==> src/design/gcts_ram.sv <==
// generic single-write, single-read ram with registered read
module gcts_ram #(
  parameter int WIDTH = 8,
  parameter int DEPTH = 16
) (
  input  logic                     clk,
  input  logic                     we,
  input  logic [$clog2(DEPTH)-1:0] waddr,
  input  logic [WIDTH-1:0]         wdata,
  input  logic [$clog2(DEPTH)-1:0] raddr,
  output logic [WIDTH-1:0]         rdata
);

  logic [WIDTH-1:0] mem [DEPTH];

  always_ff @(posedge clk) begin
    if (we) mem[waddr] <= wdata;
    rdata <= mem[raddr];
  end

endmodule
==> config.mk <==
export PLATFORM = sky130hd
export DESIGN_NAME = gcts_ram
export DESIGN_NICKNAME = d
export VERILOG_FILES = /design/src/design/gcts_ram.sv
export SDC_FILE = /design/constraint.sdc
export NUM_CORES = 1
export LEC_CHECK = 0
export BUFFER_PORTS_ARGS = -buffer_cell sky130_fd_sc_hd__buf_4
export CAP_MARGIN = 20
export CORE_MARGIN = 2
export CORE_UTILIZATION = 30
export CTS_CLUSTER_DIAMETER = 100
export CTS_CLUSTER_SIZE = 24
export DETAILED_ROUTE_END_ITERATION = 16
export PLACE_DENSITY = 0.57
export SLEW_MARGIN = 20
export SYNTH_ARGS = -nofsm -noshare
export SYNTH_HDL_FRONTEND = slang
export SYNTH_SLANG_ARGS = --single-unit
==> constraint.sdc <==
create_clock -name clk -period 2 [get_ports clk]
set_clock_uncertainty 0.1 [all_clocks]
set_input_delay 0.4 -clock clk [delete_from_list [all_inputs] [get_ports clk]]
set_output_delay 0.4 -clock clk [all_outputs]
set_load 0.02 [all_outputs]
==> impl_metrics.env <==
export IMPL_outcome="finished clean"
export IMPL_arrival_ns=1.64
export IMPL_worstRegToRegCells=3
export IMPL_min_period_ns=1.45
export IMPL_io_buffers=25
export IMPL_swShare_pct=19.5
export IMPL_fill_cells=1536
export IMPL_routedWlPerCell_um=19.6
export IMPL_ir_drop_v=0.000608
export IMPL_register_area_sq_um=4000
export IMPL_powerDensity_nw_per_um2=1030
export IMPL_layout_drive_gt1_share_pct=32.2
export IMPL_cap_viol_max_count=0
export IMPL_hold_class="in -> reg"
export IMPL_grt_max_degree=17
export IMPL_grt_use_total_pct=12.3
export IMPL_fp_row_count=47
export IMPL_synth_nets=247
export IMPL_dpl_worst_slack_ns=0.132
export IMPL_drc_errors=0
export IMPL_worstPathCellList="mux4_2, a22oi_1, nand2_1"
export IMPL_finalHoldViolCount=0
export IMPL_avgSynthCellArea_sq_um=22.5
export IMPL_critPathMaxFanout=1
export IMPL_htree_num_levels=4
export IMPL_start_kind="register"
export IMPL_relSlewSlack_pct=47.1
export IMPL_io_pin_count=26
export IMPL_drt_iter0_markers=227
export IMPL_antenna_left=0
export IMPL_reg2reg_slack_ns=0.55
export IMPL_drt_wl_total_um=10200
export IMPL_clk_latency_ns=0.41
export IMPL_core_sq_um=16700
export IMPL_setup_ws_ns=0.547
export IMPL_whs_ns=0.192
export IMPL_tritoncts="done"
export IMPL_fin_util_pct=38.0
export IMPL_end_kind="register"
export IMPL_critPathRequiredTime_ns=2.18
export IMPL_clock_sinks=136
export IMPL_via_per_inst=4.72
export IMPL_synth_top_cell_by_area="edfxtp_1"
export IMPL_hp_start="wdata[3]"
export IMPL_timing_rr_end="rdata[7]$_DFF_P_"
export IMPL_gp_congestion=0.717
export IMPL_die_area_sq_um=18200
export IMPL_power_switching_mw=1.28
export IMPL_min_period_over_period_pct=72.6
export IMPL_path_clk_slew_ns=0.06
export IMPL_internal_power_mw=5.27
export IMPL_numCtsBuffers=17
export IMPL_ys_ff_latch=136
export IMPL_crit_end="rdata[7]$_DFF_P_"
export IMPL_finalInstanceArea_sq_um=6350
export IMPL_maxSlewViolCount=0
export IMPL_antenna_found_initial=0
export IMPL_final_cell_mix="edfxtp_1, buf_4, mux4_2"
export IMPL_ys_warn_count=0
export IMPL_num_antenna_cells=0
export IMPL_globalRoute_totalOverflow=0
export IMPL_dp_hpwl_um=6690
export IMPL_vias=2459
export IMPL_dr_pass1_iters=4
export IMPL_rsz0062_at_grt="false"
export IMPL_crit_slowest_cell="mux4_2"
export IMPL_syn_inst=229
export IMPL_max_slew_worst_pin_slew_ns=0.792
export IMPL_post_cts_buffers=0
export IMPL_grt_pass1_wl_um=15900
export IMPL_cts_root_buf="clkbuf_16"
export IMPL_slowest_delay_ns=0.47
export IMPL_setup_violations=0
export IMPL_tns_ns=0
export IMPL_yosys_top_cells_area="edfxtp_1, mux4_2, mux4_1"
export IMPL_ys_seq_area_share_pct=77.8
export IMPL_final_common_cell="edfxtp_1"
export IMPL_die_w_um=135
export IMPL_total_leakage_power_nw=2.15
export IMPL_clkPwrFrac_pct=45.7
export IMPL_cts_resized=0
export IMPL_start_util_pct=30.8
export IMPL_rr_startpoint="mem[11][7]$_DFFE_PP_"
export IMPL_first_global_vias=2556
export IMPL_syn_area_sq_um=5150
export IMPL_seqPwrFrac_pct=49.0
export IMPL_pwr_share_comb_pct=5.4
export IMPL_fin_nets=306
export IMPL_path_class="reg -> reg"
export IMPL_hold_buffers=0
export IMPL_ys_types=19
export IMPL_multi_input_area_sq_um=1060
export IMPL_clock_path_buffers=2
export IMPL_synthToLayoutAreaGrowth_pct=23.4
export IMPL_die_height_um=135
export IMPL_fmax_mhz=688
export IMPL_crit_start="mem[11][7]$_DFFE_PP_"
export IMPL_synth_top_area_share_pct=74.7
export IMPL_place_area_sq_um=5770
[metrics by stage]
step / total power, mW / instances
after floorplan: 3.44 / 229
final: 6.55 / 521
after global routing: 6.78 / 521
after detailed placement: 3.62 / 489
after CTS: 6.60 / 521
after global placement: 3.62 / 489
[cell type report]
cell class	instances	area share, %
Clock buffer	23	7.52
Timing Repair Buffer	50	6.89
Tap cell	220	4.33
Clock inverter	9	1.58
Multi-Input combinational cell	83	16.6
Sequential cell	136	63.0
[how the worst min path moves through the flow]
stage	to	slack, ns	cells past startpoint
after floorplan	mem[0][0]$_DFFE_PP_	0.40	0
after global placement	rdata[2]$_DFF_P_	0.55	3
after detailed placement	rdata[1]$_DFF_P_	0.56	3
after CTS	mem[3][4]$_DFFE_PP_	0.18	1
after global routing	mem[3][4]$_DFFE_PP_	0.19	1
final	mem[7][3]$_DFFE_PP_	0.19	1
[registers in the layout (all words and copies together), names as in the netlist]
name	cells
mem	128
rdata	8
[cells by family after synthesis]
family / count (synthesis) / synth area share, %
AOI/OAI and AO/OA: 16 / 2.33
buffers and inverters: 10 / 1.68
DFF: 136 / 77.8
muxes: 32 / 15.0
and+or+nand+nor: 35 / 3.18
[routing by layer]
layer,GRT usage (%),vias to the layer above,wire [um]
met4,4.34,0,143
met5,0,-,0
met2,18.0,71,4650
met1,17.6,1277,4940
met3,3.53,14,508
li1,-,1097,-
[cells in the mapped netlist]
| library cell | instances |
|---|---|
| nand3b_1 | 2 |
| and2b_1 | 1 |
| nor2_1 | 13 |
| buf_2 | 3 |
| nand3_1 | 1 |
| mux4_1 | 14 |
| or3b_2 | 1 |
| buf_6 | 3 |
| a22oi_1 | 16 |
| nor2b_1 | 1 |
| buf_4 | 1 |
| dfxtp_1 | 8 |
| clkdlybuf4s25_2 | 3 |
| nor3_1 | 4 |
| edfxtp_1 | 128 |
| nand2_1 | 9 |
| mux4_2 | 18 |
| and2_1 | 1 |
| nand2b_1 | 2 |
[power by group through the flow]
stage	registers, mW	clock network (mW)	logic, mW
floorplan	3.28	0	0.162
global placement	3.26	0	0.353
detailed placement	3.27	0	0.359
CTS	3.21	3.04	0.360
global route	3.21	3.18	0.382
finish	3.21	2.99	0.353
[critical path, delay by kind of cell (launching register included)]
| kind | cells | cell delay, ns |
|---|---|---|
| AOI/OAI and AO/OA | 1 | 0.30 |
| and+or+nand+nor | 1 | 0.10 |
| DFF | 1 | 0.36 |
| muxes | 1 | 0.47 |
No activity file was read; power rests on OpenSTA's default activity.
